[src/rtl/btic_pkg.sv]
// Shared constants and types for the binary trie insert block.
package btic_pkg;

  localparam int unsigned KEY_W       = 32;
  localparam int unsigned COUNT_W     = 32;
  localparam int unsigned LEVEL_W     = 5;
  localparam int unsigned NODES_OUT_W = 13;

  localparam logic [LEVEL_W-1:0] TOP_BIT_RESET = LEVEL_W'(31);
  localparam logic [COUNT_W-1:0] COUNT_MAX     = {COUNT_W{1'b1}};

  typedef struct packed {
    logic [COUNT_W-1:0]     leaf_count;
    logic [NODES_OUT_W-1:0] nodes_used;
    logic                   pool_full;
  } btic_result_t;

endpackage

[src/rtl/btic_walk.sv]
// Trie walk sequencer: one read-modify-write of the node memories per level.
module btic_walk import btic_pkg::*; #(
  parameter int unsigned POOL_NODES = 4096
) (
  input  logic                            clk,
  input  logic                            rst,
  input  logic                            start,
  input  logic [KEY_W-1:0]                start_key,
  input  logic [LEVEL_W-1:0]              top_bit,
  output logic                            idle,
  input  logic [COUNT_W-1:0]              cnt_rdata,
  input  logic [2*$clog2(POOL_NODES)-1:0] link_rdata,
  output logic [$clog2(POOL_NODES)-1:0]   rd_addr,
  output logic                            wr_en,
  output logic [$clog2(POOL_NODES)-1:0]   wr_addr,
  output logic [COUNT_W-1:0]              cnt_wdata,
  output logic [2*$clog2(POOL_NODES)-1:0] link_wdata,
  output logic                            res_valid,
  input  logic                            res_take,
  output btic_result_t                    res
);

  localparam int unsigned NODE_W = $clog2(POOL_NODES);
  localparam int unsigned FREE_W = $clog2(POOL_NODES + 1);
  localparam logic [FREE_W-1:0] POOL_END = FREE_W'(POOL_NODES);

  typedef enum logic [1:0] {IDLE, WALK, HOLD} state_t;

  state_t              state;
  logic [KEY_W-1:0]    key;
  logic [LEVEL_W-1:0]  level;
  logic                at_leaf;
  logic [NODE_W-1:0]   node;
  logic                fresh;
  logic                root_init;
  logic [FREE_W-1:0]   next_free;

  logic [COUNT_W-1:0]  cur_cnt;
  logic [2*NODE_W-1:0] cur_links;
  logic [COUNT_W-1:0]  bumped;
  logic                branch;
  logic [NODE_W-1:0]   child;
  logic                missing;
  logic                pool_out;
  logic                alloc;
  logic                stop_full;
  logic [NODE_W-1:0]   next_node;
  logic [2*NODE_W-1:0] new_links;

  // modify the node just read; a freshly taken node reads as empty
  always_comb begin
    cur_cnt   = fresh ? '0 : cnt_rdata;
    cur_links = fresh ? '0 : link_rdata;
    bumped    = (cur_cnt == COUNT_MAX) ? cur_cnt : cur_cnt + COUNT_W'(1);
    branch    = key[level];
    child     = branch ? cur_links[2*NODE_W-1:NODE_W] : cur_links[NODE_W-1:0];
    missing   = (child == '0);
    pool_out  = (next_free == POOL_END);
    alloc     = !at_leaf && missing && !pool_out;
    stop_full = !at_leaf && missing && pool_out;
    next_node = alloc ? next_free[NODE_W-1:0] : child;
    new_links = cur_links;
    if (alloc) begin
      if (branch) begin
        new_links[2*NODE_W-1:NODE_W] = next_free[NODE_W-1:0];
      end else begin
        new_links[NODE_W-1:0] = next_free[NODE_W-1:0];
      end
    end
  end

  // memory ports: root is read while waiting, the next node while walking
  assign rd_addr    = (state == WALK) ? next_node : '0;
  assign wr_en      = (state == WALK);
  assign wr_addr    = node;
  assign cnt_wdata  = bumped;
  assign link_wdata = new_links;

  assign idle      = (state == IDLE);
  assign res_valid = (state == HOLD);

  // sequencer and walk registers
  always_ff @(posedge clk) begin
    if (rst) begin
      state     <= IDLE;
      root_init <= 1'b0;
      next_free <= FREE_W'(1);
    end else begin
      unique case (state)
        IDLE: begin
          if (start) begin
            key     <= start_key;
            level   <= top_bit;
            at_leaf <= 1'b0;
            node    <= '0;
            fresh   <= !root_init;
            state   <= WALK;
          end
        end
        WALK: begin
          if (node == '0) begin
            root_init <= 1'b1;
          end
          if (alloc) begin
            next_free <= next_free + FREE_W'(1);
          end
          if (at_leaf) begin
            res.leaf_count <= bumped;
            res.nodes_used <= NODES_OUT_W'(next_free);
            res.pool_full  <= 1'b0;
            state          <= HOLD;
          end else if (stop_full) begin
            res.leaf_count <= '0;
            res.nodes_used <= NODES_OUT_W'(next_free);
            res.pool_full  <= 1'b1;
            state          <= HOLD;
          end else begin
            node  <= next_node;
            fresh <= alloc;
            if (level == '0) begin
              at_leaf <= 1'b1;
            end else begin
              level <= level - LEVEL_W'(1);
            end
          end
        end
        HOLD: begin
          if (res_take) begin
            state <= IDLE;
          end
        end
        default: state <= IDLE;
      endcase
    end
  end

endmodule

[config.mk]
export PLATFORM = sky130hd
export DESIGN_NAME = btic_walk
export DESIGN_NICKNAME = d
export VERILOG_FILES = /design/src/rtl/btic_pkg.sv /design/src/rtl/btic_walk.sv
export SDC_FILE = /design/constraint.sdc
export NUM_CORES = 1
export LEC_CHECK = 0
export ABC_AREA = 1
export CAP_MARGIN = 20
export CORE_UTILIZATION = 58
export CTS_CLUSTER_DIAMETER = 80
export DETAILED_ROUTE_END_ITERATION = 10
export DONT_BUFFER_PORTS = 1
export PLACE_DENSITY = 0.76
export SLEW_MARGIN = 10
export SYNTH_ARGS = -nofsm -noshare
export SYNTH_HDL_FRONTEND = slang
export SYNTH_SLANG_ARGS = --single-unit
[constraint.sdc]
create_clock -name clk -period 3.5 [get_ports clk]
set_input_delay 0.525 -clock clk [delete_from_list [all_inputs] [get_ports clk]]
set_output_delay 0.525 -clock clk [all_outputs]
set_load 0.02 [all_outputs]
Word level (Yosys, flattened, before mapping)
Cells that the tools add are included.
{"block": "totals", "ramBits": 0, "word_cells": 82, "input_bits": 97, "memories": 0, "romBits": 0, "regBits": 113, "latchBits": 0}
{"block": "op_classes", "n_lt_le_gt_ge": 1, "div": 0, "addsub": 3, "reduce_logical": 20, "shift": 0, "n_eq_ne": 10, "n_mux": 36, "n_mul": 0, "n_bitwise": 1}
{"operator": "$mux 12", "n": 8}
{"operator": "$mux 46", "n": 2}
{"operator": "$mux 32", "n": 2}
{"operator": "$mux 24", "n": 2}
{"operator": "$add 32x1->32 const B", "n": 1}
{"operator": "$eq 32x32->1 const B", "n": 1}
{"operator": "$logic_not 12->1", "n": 2}
{"operator": "$pmux 12 s2", "n": 1}
{"operator": "$mux 5", "n": 4}
{"operator": "$add 13x1->13 const B", "n": 1}
{"operator": "$eq 13x13->1 const B", "n": 1}
{"operator": "$reduce_and 3->1", "n": 4}
{"operator": "$pmux 5 s2", "n": 1}
{"operator": "$mux 1", "n": 8}
{"operator": "$mux 2", "n": 4}
{"operator": "$ne 2x2->1 const B", "n": 4}
{"operator": "$lt 5x6->1 const B", "n": 1}
{"operator": "$pmux 2 s3", "n": 1}
{"operator": "$reduce_and 6->1", "n": 1}
{"operator": "$bmux 1 s5", "n": 1}
{"operator": "$logic_not 5->1", "n": 1}
{"operator": "$reduce_and 5->1", "n": 1}
{"operator": "$sub 5x1->5 const B", "n": 1}
{"operator": "$pmux 1 s2", "n": 2}
{"operator": "other kinds (10)", "n": 16}

Depth between registers and ports, before layout
Gate-level depths: netlist (run 1).
{"block": "logic_depth", "depth_word": 10, "depth_mapped": 24, "ltp_nobuf": 21}

Worst setup path before layout (run 1)
No wires, ideal clock.
{"block": "synth_timing", "kind": "register to register", "from": "register level[0]", "to": "register res[0] in the netlist's numbering (enable)", "setup_time_ns": 0.400, "t_arrival_ns": 2.993, "n_path_buf": 3, "period_less_slack_ns": 3.394, "path_stages_with_launch": 19, "slack_ns": 0.106, "required_time_ns": 3.100, "path_cell_list": "edfxtp_1 buf_4 inv_4 buf_6 nand2_1 nand3_1 nand3_1 nand3_1 nand3_2 buf_4 nand3_1 nand2_1 nor2_2 nand3_2 nor2_4 nand3_1 nand2_1 nand2_1 inv_1"}
{"block": "synth_between", "elab_chain_cells": 8}
{"item": "from (decl)", "line": "btic_walk.sv:31", "source": "logic [LEVEL_W-1:0] level;"}
{"item": "from (signal assigned)", "line": "btic_walk.sv:93", "source": "level <= top_bit;"}
{"item": "from (signal assigned)", "line": "btic_walk.sv:123", "source": "level <= level - LEVEL_W'(1);"}
{"item": "$bmux 1 s5", "line": "btic_walk.sv:55", "source": "branch = key[level];"}
{"item": "$mux 1 (implied by the code)", "line": "btic_walk.sv:55"}
{"item": "$mux 12", "line": "btic_walk.sv:56", "source": "child = branch ? cur_links[2*NODE_W-1:NODE_W] : cur_links[NODE_W-1:0];"}
{"item": "$logic_not 12->1", "line": "btic_walk.sv:57", "source": "missing = (child == '0);"}
{"item": "$logic_and 1x1->1 (2 in series)", "line": "btic_walk.sv:60", "source": "stop_full = !at_leaf && missing && pool_out;"}
{"item": "$reduce_bool 2->1 (no line)"}
{"item": "$reduce_and 3->1 (no line)"}
{"item": "to (decl)", "line": "btic_walk.sv:20", "source": "output btic_result_t res"}
No other way between the ends. The select of a mux whose other input is x is not followed.
A chain may end at the register's enable or synchronous reset.

Final worst setup path (run 1)
{"block": "layout_timing", "from": "register level[0]", "to": "output port link_wdata[15]"}
{"block": "layout_between", "elab_chain_cells": 7, "elab_cells_between_ends": 8, "classes_between": "5 x mux; 3 x reduce/logical"}
{"item": "$bmux 1 s5 (*)", "line": "btic_walk.sv:55"}
{"item": "$mux 1 (implied by the code) (*)", "line": "btic_walk.sv:55"}
{"item": "$mux 12", "line": "btic_walk.sv:56"}
{"item": "$logic_not 12->1", "line": "btic_walk.sv:57"}
{"item": "$logic_and 1x1->1 (2 in series)", "line": "btic_walk.sv:59", "source": "alloc = !at_leaf && missing && !pool_out;"}
{"item": "$mux 24 (*)", "line": "btic_walk.sv:63", "source": "if (alloc) begin"}
{"item": "to (decl)", "line": "btic_walk.sv:17", "source": "output logic [2*$clog2(POOL_NODES)-1:0] link_wdata,"}
Every way passes the cells marked *; elsewhere a longest branch is shown, timed or not. The select of a mux whose other input is x is not followed.

==> impl_metrics.ini, run 1 <==
[placement]
post-place-cells = 990
post_dp_cell_area_um2 = 7010
portBuffers = 0
hpwl_um = 14900
place_ws_ns = 0.0786
gp_congestion = 1.02

[hold_path]
worst_hold_path.endpoint = next_free[9]$_SDFFE_PP0P_
hp-class = in -> reg
hold_path_depth = 1
worstHoldStart = rst

[sta]
worst_pin_slew_ns = 0.873
period_minus_slack_ns = 3.73
finalSetupViolCount = 35
layout_setup_ws_ns = -0.231
slew_headroom_pct = 41.7
fin_crit_sh_pct = 107
tns_ns = -6.09
clock.fmax_mhz = 268
rsz0062_at_grt = yes
slew_viol_final = 0
fin_skew_ns = 0.00764
finalHoldViolCount = 0

[grt]
grt_max_degree = 37
grt_pass1_wl_um = 29800
grt_pass1_vias = 5895
globalRoute.totalOverflow = 0
grt_usage_pct = 33.8
antenna_found_initial = 0

[setup_path]
critPathRequiredTime_ns = 2.97
end_kind = primary output
critical_path.max_fanout = 11
cpPeakStageDelay_ns = 0.47
cp-start-kind = register
cp_common_cell = nand3_1
worstReg2RegStart = level[0]$_DFFE_PP_
path_cells = clkinv_4 > buf_8 > nand2_1 > nand3_1 > nand3_1 > nand3_1 > nand3_4 > buf_6 > nand3_1 > nand2_2 > nand2_2 > nor2_1 > nand2_1 > nor2_4 > nand2_4 > clkinv_8 > nand2_8 > o21ai_2
ff2ff_path_depth = 21
arrival_ns = 3.21
worstSetupPathType = reg -> out
timing.critical_path.slowest_stage_cell = edfxtp_1
timing.rr.end = res[44]$_SDFFCE_PN0P_
ff2ff_setup_slack_ns = 0.12

[clock_tree]
cts.path.max_buffers = 2
cts_buffers = 17
hold_buffers = 0
cts_tree = built
clock_sinks = 113
clk_latency_ns = 0.42
cts.htree.levels = 4
root_buffer = clkbuf_16
cts.reportedPaths.clkPinSlew_ns = 0.06

[pwr]
clkPwrFrac_pct = 42.1
vdd_drop_max_mv = 0.536
switching_share_pct = 29.7
p_per_area_nw_per_um2 = 483
leakagePower_uw = 0.00354
switchingPower_uw = 1200
p_comb_share_pct = 18.3
internal_power_uw = 2840
p_seq_share_pct = 39.6

[logic_synthesis]
synthesis.nets = 943
synth_area_per_cell_um2 = 7.95
syn_inst = 841
synth_seq_cells = 113
synth.most_common_cell = nand2_1
yosys.area.top_type = edfxtp_1
yosys.cell_types.count = 36
synth_common_cells = nand2_1, inv_1, edfxtp_1, nor2_1, nand3_1
yosys_warnings = 0
synth_area_um2 = 6690
synth.top_cell.area_share_pct = 43.6
ys_dominant_reg_cell = edfxtp_1
synthTopCellsByArea = edfxtp_1, nand2_1, inv_1, nor2_1, nand3_1
synth-async-reset-ratio_pct = 0
ys_seq_area_share_pct = 48.4
synth_edf_count = 97

[layout]
design_area_um2 = 8380
final_nets = 1005
drive_gt1_share_pct = 23.0
fin_cells = 1056
area_growth_pct = 25.3
antenna_cells = 0
fin_util_pct = 76.0

[route]
viasPerCell = 6.00
drt_iter0_markers = 534
drc = 0
totalWireLength_um = 21500
num_vias = 6333
detail_route.wl_per_cell_um = 20.3
drtAntennaViolNets = 0
firstDrtPassIters = 5

[floorplan]
core_area_um2 = 11000
initial_core_util_pct = 60.6
die_h_um = 109
die_w_um = 109
rows = 38
dieArea_um2 = 12000
io_pins = 226

[status]
status = finished, violations left
violations = setup timing

[flow_run]
maxCapViolations = 0
-- cell type report --
type,instances,area (um2)
Sequential cell,113,3230
Multi-Input combinational cell,576,3160
Fill cell,824,2650
Timing Repair Buffer,72,731
Inverter,121,482
Clock buffer,17,425
Tap cell,140,175
Clock inverter,15,156
Timing Repair inverter,2,13.8
-- registers in the layout, indices dropped and copies added, names as in the netlist --
name / cells
next_free: 13
fresh: 1
at_leaf: 1
root_init: 1
wr_addr: 12
res: 46
state: 2
level: 5
key: 32
-- stage by stage --
step | total power, uW | hold WS [ns]
after floorplan | 2020 | 0.406
after global placement | 2150 | 0.432
after detailed placement | 2160 | 0.447
after CTS | 3880 | 0.166
after global routing | 4160 | 0.169
final | 4040 | 0.175
-- cell families after synthesis --
logic type | synth area share (%)
adders and majority gates | 0.936
and+or+nand+nor | 30.8
DFF | 48.4
xor gates and xnor gates | 3.01
buffers and inverters | 9.60
AOI/OAI and AO/OA | 7.28
-- worst max-delay path by stage --
stage,depth (start not counted),from,end,slack (ns)
finish,18,level[0]$_DFFE_PP_,link_wdata[15],-0.23
global route,18,level[0]$_DFFE_PP_,link_wdata[15],-0.39
CTS,17,level[0]$_DFFE_PP_,rd_addr[0],-0.05
detailed placement,16,level[1]$_DFFE_PP_,link_wdata[3],0.08
global placement,13,fresh$_DFFE_PP_,cnt_wdata[14],0.19
floorplan,18,level[0]$_DFFE_PP_,res[0]$_SDFFCE_PP0P_,0.11
-- per-layer routing --
layer | routed length, um | part of all wire (%) | track usage, %
met1 | 7960 | 37 | 39.5
met2 | 10700 | 50 | 57.1
met3 | 1930 | 9.0 | 8.65
met4 | 909 | 4.2 | 18.0
met5 | 0 | 0 | 0
-- layout by cell type, fill, tap and decap left out, types with 16 or more instances in the layout --
| cell | instances |
|---|---|
| inv_1 | 115 |
| edfxtp_1 | 97 |
| nor2_1 | 82 |
| dfxtp_1 | 16 |
| nand2_2 | 24 |
| a21oi_1 | 26 |
| clkbuf_16 | 20 |
| nand3_1 | 62 |
| nand4_1 | 19 |
| buf_4 | 41 |
| xor2_1 | 18 |
| buf_6 | 20 |
| nor3_1 | 24 |
| nand2_1 | 196 |
-- power by group through the flow --
stage	Combinational, uW	Sequential, uW	Clock [uW]
after detailed placement	536	1630	0
after global routing	786	1610	1760
final	738	1600	1700
after global placement	526	1630	0
after floorplan	412	1610	0
after CTS	577	1600	1700
-- critical path: cells and delay by family (launching register included) --
kind | cells | cell delay (ns)
flip-flops | 1 | 0.47
AND/OR/NAND/NOR | 13 | 1.43
buffers and inverters | 4 | 0.57
AO/OA/AOI/OAI | 1 | 0.32
-- repair_timing --
| action | 4_1_cts | 5_1_grt |
|---|---|---|
| gates cloned | 1 | 8 |
| pin swaps | 3 | 25 |
| setup endpoints to repair | 62 | 103 |
| buffers inserted | 5 | 20 |
| gates resized for setup | 21 | 101 |
(Power assumes the default switching activity.)
==> run 2, diff against run 1 <==
CORE_UTILIZATION = 60   (was 58)
CTS_BUF_LIST = sky130_fd_sc_hd__clkbuf_8   (was unset)
PLACE_DENSITY = 0.79   (was 0.76)
REMOVE_ABC_BUFFERS = 1   (was unset)
==> run 2 against run 1 <==
Compared with the run above: the flow still finishes with violations (setup timing); register-to-register slack lost 0.11 ns; final cell count grew 3.0%; combinational power grew 22%; first-iteration DRC count grew 68%; non-clock buffer count grew 30; sequential share of layout area shrank 1.3 points; global-route usage grew 4.7 points; maximum frequency shrank 4.0%; critical path depth grew 1; total power shrank 7.6%; final area grew 3.6%.
==> impl_metrics.ini, run 2 (same netlist as run 1, synthesis figures left out) <==
[layout]
final_common_cell = nand2_1
final_cell_mix = nand2_1, inv_1, edfxtp_1
top_regs = res (46), key (32), next_free (13)
antenna_cells = 0
final_nets = 1037
largest_reg_flops = 46
area_growth_pct = 29.8
regMostFlops = res
drive_gt1_share_pct = 27.2
fin_cells = 1088

[sta]
rsz0062_at_grt = yes
fin_skew_ns = 0.0169
worst_pin_slew_ns = 0.489
slew_headroom_pct = 67.1
clock.fmax_mhz = 257
finalHoldViolCount = 0
whs_ns = 0.132
period_minus_slack_ns = 3.89
slew_viol_final = 0
layout_setup_ws_ns = -0.386
finalSetupViolCount = 36
tns_ns = -10.81
fin_crit_sh_pct = 111

[setup_path]
timing.rr.end = res[22]$_SDFFCE_PN0P_
critPathRequiredTime_ns = 2.97
worstReg2RegStart = level[0]$_DFFE_PP_
crit_family = simple AND/OR/NAND/NOR gates
worstSetupPathType = reg -> out
critical_path.max_fanout = 7
cpPeakStageDelay_ns = 0.51
arrival_ns = 3.36
end_kind = primary output
ff2ff_path_depth = 22
timing.critical_path.slowest_stage_cell = edfxtp_1
crit_buf_inv = 5
cp-start-kind = register
path_cells = clkinvlp_4 > buf_6 > nand2_2 > nand3_2 > nand3_2 > nand3_2 > nand3_4 > buf_8 > nand3_2 > nand2_2 > nand2_2 > nor2_2 > nand2_2 > nor2_4 > nand2_4 > clkinv_8 > nand2_1 > a21oi_2 > buf_6
ff2ff_setup_slack_ns = 0.01

[flow_run]
maxCapViolations = 0

[pwr]
p_per_area_nw_per_um2 = 430
vdd_drop_max_mv = 0.321
leakagePower_uw = 0.00362

[hold_path]
hp-class = in -> reg
worst_hold_path.endpoint = next_free[10]$_SDFFE_PP0P_
hold_path_depth = 1
worstHoldStart = rst

[clock_tree]
hold_buffers = 0
cts_buffers = 17
clock_sinks = 113
cts.htree.levels = 4
cts.path.max_buffers = 2
cts_tree = built
root_buffer = clkbuf_8
cts.reportedPaths.clkPinSlew_ns = 0.08
clk_latency_ns = 0.45

[floorplan]
die_w_um = 108
core_area_um2 = 10800
rows = 38
dieArea_um2 = 11600
initial_core_util_pct = 61.7
io_pins = 226
die_h_um = 108

[route]
num_vias = 6814
totalWireLength_um = 23700
drtAntennaViolNets = 0
viasPerCell = 6.26
drc = 0
firstDrtPassIters = 6
detail_route.wl_per_cell_um = 21.8
drt_iter0_markers = 897

[status]
status = finished, violations left
violations = setup timing

[placement]
post-place-cells = 1004
hpwl_um = 15600
portBuffers = 0
gp_congestion = 0.980

[grt]
grt_pass1_wl_um = 33100
globalRoute.totalOverflow = 0
antenna_found_initial = 0
grt_pass1_vias = 6038
grt_max_degree = 47
grt_usage_pct = 38.6
## run 2: worst register-to-register path, delay by kind of cell (launching register included)
kind	cells	cell delay [ns]
buffers and inverters	8	1.32
DFF	1	0.51
and+or+nand+nor	14	1.37
## run 2: metrics by stage
step	power (uW)	area, um2	worst slack, ns	utilization, %
finish	3740	8680	-0.386	80.1
global route	3840	8680	-0.557	80.1
CTS	3510	8040	-0.167	74.2
detailed placement	2180	7110	-0.0573	65.5
global placement	2160	7110	0.151	65.5
floorplan	1990	6500	-0.582	-
## run 2: layer usage
metal / routed length, um / vias up / GRT usage [%]
met3: 3160 / 127 / 10.9
met1: 8690 / 3125 / 52.1
met2: 10700 / 616 / 58.2
li1: - / 2946 / -
met5: 0 / - / 0
met4: 1180 / 0 / 15.9
## run 2: what timing repair did
item                       in CTS  in global routing
setup endpoints to repair      44                118
pin swaps                       9                 35
setup buffers                  26                 18
resized for setup              68                106
gates cloned                    4                  5
## run 2: where the power goes
group          internal [uW]  leakage (uW)  switching, uW  total, uW
logic                    333       0.00239            566        899
clock network            625      0.000189            616       1240
registers               1530       0.00103           67.2       1600
total                   2490       0.00362           1250       3740
## run 2: layout make-up
type	count	area, um2
timing repair inverter	3	25.0
clock inverter	15	145
fill	689	2160
timing repair buffer	102	955
tap	140	175
sequential	113	3230
clock buffer	17	234
multi-input combinational	577	3420
inverter	121	497
## run 2: worst max path at each step
stage / cells past startpoint / start / to
after global routing: 20 / level[0]$_DFFE_PP_ / rd_addr[5]
final: 19 / level[0]$_DFFE_PP_ / rd_addr[5]
after detailed placement: 21 / level[0]$_DFFE_PP_ / link_wdata[2]
after CTS: 18 / level[0]$_DFFE_PP_ / link_wdata[14]
after floorplan: 9 / fresh$_DFFE_PP_ / cnt_wdata[18]
after global placement: 21 / level[0]$_DFFE_PP_ / link_wdata[13]
==> run 3, diff against run 2 <==
ABC_AREA = unset   (was 1)
SLEW_MARGIN = 0   (was 10)
==> run 3 against run 2 <==
Compared with the run above: highest routed layer unchanged; combinational power shrank 40%; the flow still finishes with violations (setup timing); total power is 7.1% lower; final cell count fell by 25%; final area fell by 12%; sequential power barely moved; largest cell class is now sequential cells; die area down 5.9%.
==> impl_metrics.ini, run 3 <==
[clock_tree]
cts_tree = built
root_buffer = clkbuf_8
cts.reportedPaths.clkPinSlew_ns = 0.08
clock_sinks = 113
cts_buffers = 17
clk_latency_ns = 0.44
cts.path.max_buffers = 2
cts.htree.levels = 4

[route]
firstDrtPassIters = 5
viasPerCell = 6.37
detail_route.wl_per_cell_um = 21.1
totalWireLength_um = 17100
drc = 0
num_vias = 5176
drtAntennaViolNets = 0
drt_iter0_markers = 442

[pwr]
vdd_drop_max_mv = 0.343
leakagePower_uw = 0.00273
switchingPower_uw = 974
internal_power_uw = 2500
p_per_area_nw_per_um2 = 456
switching_share_pct = 28.1
p_seq_share_pct = 45.4
clkPwrFrac_pct = 38.9
p_comb_share_pct = 15.6

[setup_path]
path_cells = nor2b_2 > ha_2 > nand4b_1 > or4_4 > or4b_4 > buf_8 > buf_4 > nand2b_4 > xor2_2 > nor2_1 > buf_4
ff2ff_path_depth = 8
end_kind = primary output
timing.critical_path.slowest_stage_cell = or4b_4
cp_common_cell = buf_4
cp-startpoint = fresh$_DFFE_PP_
worstSetupPathType = reg -> out
critPathRequiredTime_ns = 2.97
cpPeakStageDelay_ns = 0.52
cp-start-kind = register
arrival_ns = 3.12
critical_path.max_fanout = 10
crit_buf_inv = 3
timing.rr.end = res[12]$_DFFE_PP_
ff2ff_setup_slack_ns = 0.39
crit_family = simple AND/OR/NAND/NOR gates
worstReg2RegStart = level[2]$_DFFE_PP_

[logic_synthesis]
synth_seq_cells = 113
yosys_warnings = 0
synthTopCellsByArea = edfxtp_1, dfxtp_1, nor2_1, o2bb2ai_1, xnor2_1
synth-async-reset-ratio_pct = 0
syn_inst = 590
ys_dominant_reg_cell = edfxtp_1
synth_common_cells = edfxtp_1, nor2_1, nand2_1, nand3_1, nor2b_1
synth.top_cell.area_share_pct = 46.3
synth_edf_count = 97
synth.most_common_cell = edfxtp_1
yosys.area.top_type = edfxtp_1
ys_seq_area_share_pct = 51.4
synth_area_um2 = 6290
synth_area_per_cell_um2 = 10.7
yosys.cell_types.count = 60

[grt]
antenna_found_initial = 0
grt_max_degree = 47
globalRoute.totalOverflow = 0
grt_pass1_vias = 5052
use_met1_pct = 36.2
grt_pass1_wl_um = 26300
grt_usage_pct = 31.3
met2_usage_pct = 51.6
grt_use_met3_pct = 9.02
busiest_layer = met2

[hold_path]
worst_hold_path.endpoint = next_free[4]$_SDFFE_PP0P_
hp-class = in -> reg
hold_path_depth = 1
worstHoldStart = rst

[flow_run]
maxCapViolations = 0

[placement]
hpwl_um = 12200
post_dp_cell_area_um2 = 6850
gp_congestion = 0.942
portBuffers = 0
post-place-cells = 762

[sta]
slew_viol_final = 0
layout_setup_ws_ns = -0.146
fin_skew_ns = 0.0143
slew_headroom_pct = 57.6
finalHoldViolCount = 0
fin_crit_sh_pct = 104
rsz0062_at_grt = yes
period_minus_slack_ns = 3.65
clock.fmax_mhz = 274
worst_pin_slew_ns = 0.634
finalSetupViolCount = 15

[floorplan]
die_w_um = 104
die_h_um = 104
core_area_um2 = 10200
initial_core_util_pct = 61.5
io_pins = 226
rows = 37
dieArea_um2 = 10900

[layout]
regMostFlops = res
fin_cells = 812
design_area_um2 = 7620
largest_reg_flops = 46
final_cell_mix = edfxtp_1, buf_4, nor2_1
final_common_cell = edfxtp_1
antenna_cells = 0
final_nets = 765
fin_util_pct = 74.5
top_regs = res (46), key (32), next_free (13)
drive_gt1_share_pct = 25.7
area_growth_pct = 21.2

[status]
violations = setup timing
status = finished, violations left
-- run 3: changes by cell type after synthesis, sizes merged, moves of 11 or more --
cell / delta
nand2: -187
inv: -109
nand3: -36
nor2: -31
nor2b: +26
o2bb2ai: +24
xnor2: +16
mux2: +15
and2: +14
buf: -12
o21a: +12
o21ai: -12
clkbuf: +11
-- run 3: area by class of cell --
type / count / area [um2]
flip-flops and latches: 113 / 3230
multi-input cells: 435 / 3080
fillers: 691 / 2610
repair buffers: 85 / 666
clock buffers: 17 / 234
clock inverters: 15 / 194
well taps: 136 / 170
inverters: 11 / 41.3
-- run 3: metrics by stage --
step | worst slack, ns | hold WS, ns | TNS (ns) | total power (uW)
after floorplan | -2.86 | 0.437 | -165.96 | 1940
after global placement | 0.0789 | 0.461 | 0 | 2090
after detailed placement | 0.0316 | 0.469 | 0 | 2110
after CTS | -0.107 | 0.127 | -0.476 | 3460
after global routing | -0.325 | 0.141 | -4.31 | 3570
final | -0.146 | 0.163 | -1.25 | 3470
-- run 3: what timing repair did --
| item | CTS | global route |
|---|---|---|
| endpoints found under the setup margin | 44 | 53 |
| buffers inserted | 10 | 8 |
| resized for setup | 15 | 19 |
| pin swaps | 11 | 17 |
| hold buffers | 0 | 0 |
-- run 3: power groups by stage --
stage	sequential, uW	clock (uW)	combinational, uW
after floorplan	1610	0	335
after global placement	1600	0	488
after detailed placement	1610	0	502
after CTS	1580	1360	516
after global routing	1580	1420	578
final	1580	1350	542
-- run 3: per-layer routing --
metal,share of wire [%],vias to the layer above
li1,-,2335
met1,37,2462
met2,49,327
met3,9.5,52
met4,3.6,0
met5,0,-
-- run 3: kinds of logic after synthesis --
group,synth area share [%]
AND/OR/NAND/NOR,22.3
flip-flops,51.4
AO/OA/AOI/OAI,12.9
buffers and inverters,2.87
XOR/XNOR,4.46
multiplexers,5.07
adder cells (fa/ha/maj),0.995
-- run 3: worst max-delay path by stage --
stage	end	slack [ns]	depth (start not counted)
4_1_cts	cnt_wdata[8]	-0.11	10
5_1_grt	cnt_wdata[14]	-0.33	10
3_3_place_gp	cnt_wdata[8]	0.08	10
6_report	cnt_wdata[3]	-0.15	11
2_1_floorplan	res[0]$_SDFFCE_PP0P_	-2.86	5
3_5_place_dp	cnt_wdata[8]	0.03	10
-- run 3: worst register-to-register path, cell delays in order (launching register included) --
cell,delay [ns]
edfxtp_1,0.65
nor2b_1,0.14
a211oi_1,0.49
a22o_4,0.32
nor3_4,0.06
buf_4,0.16
o31ai_2,0.34
nor3b_2,0.30
buf_12,0.28
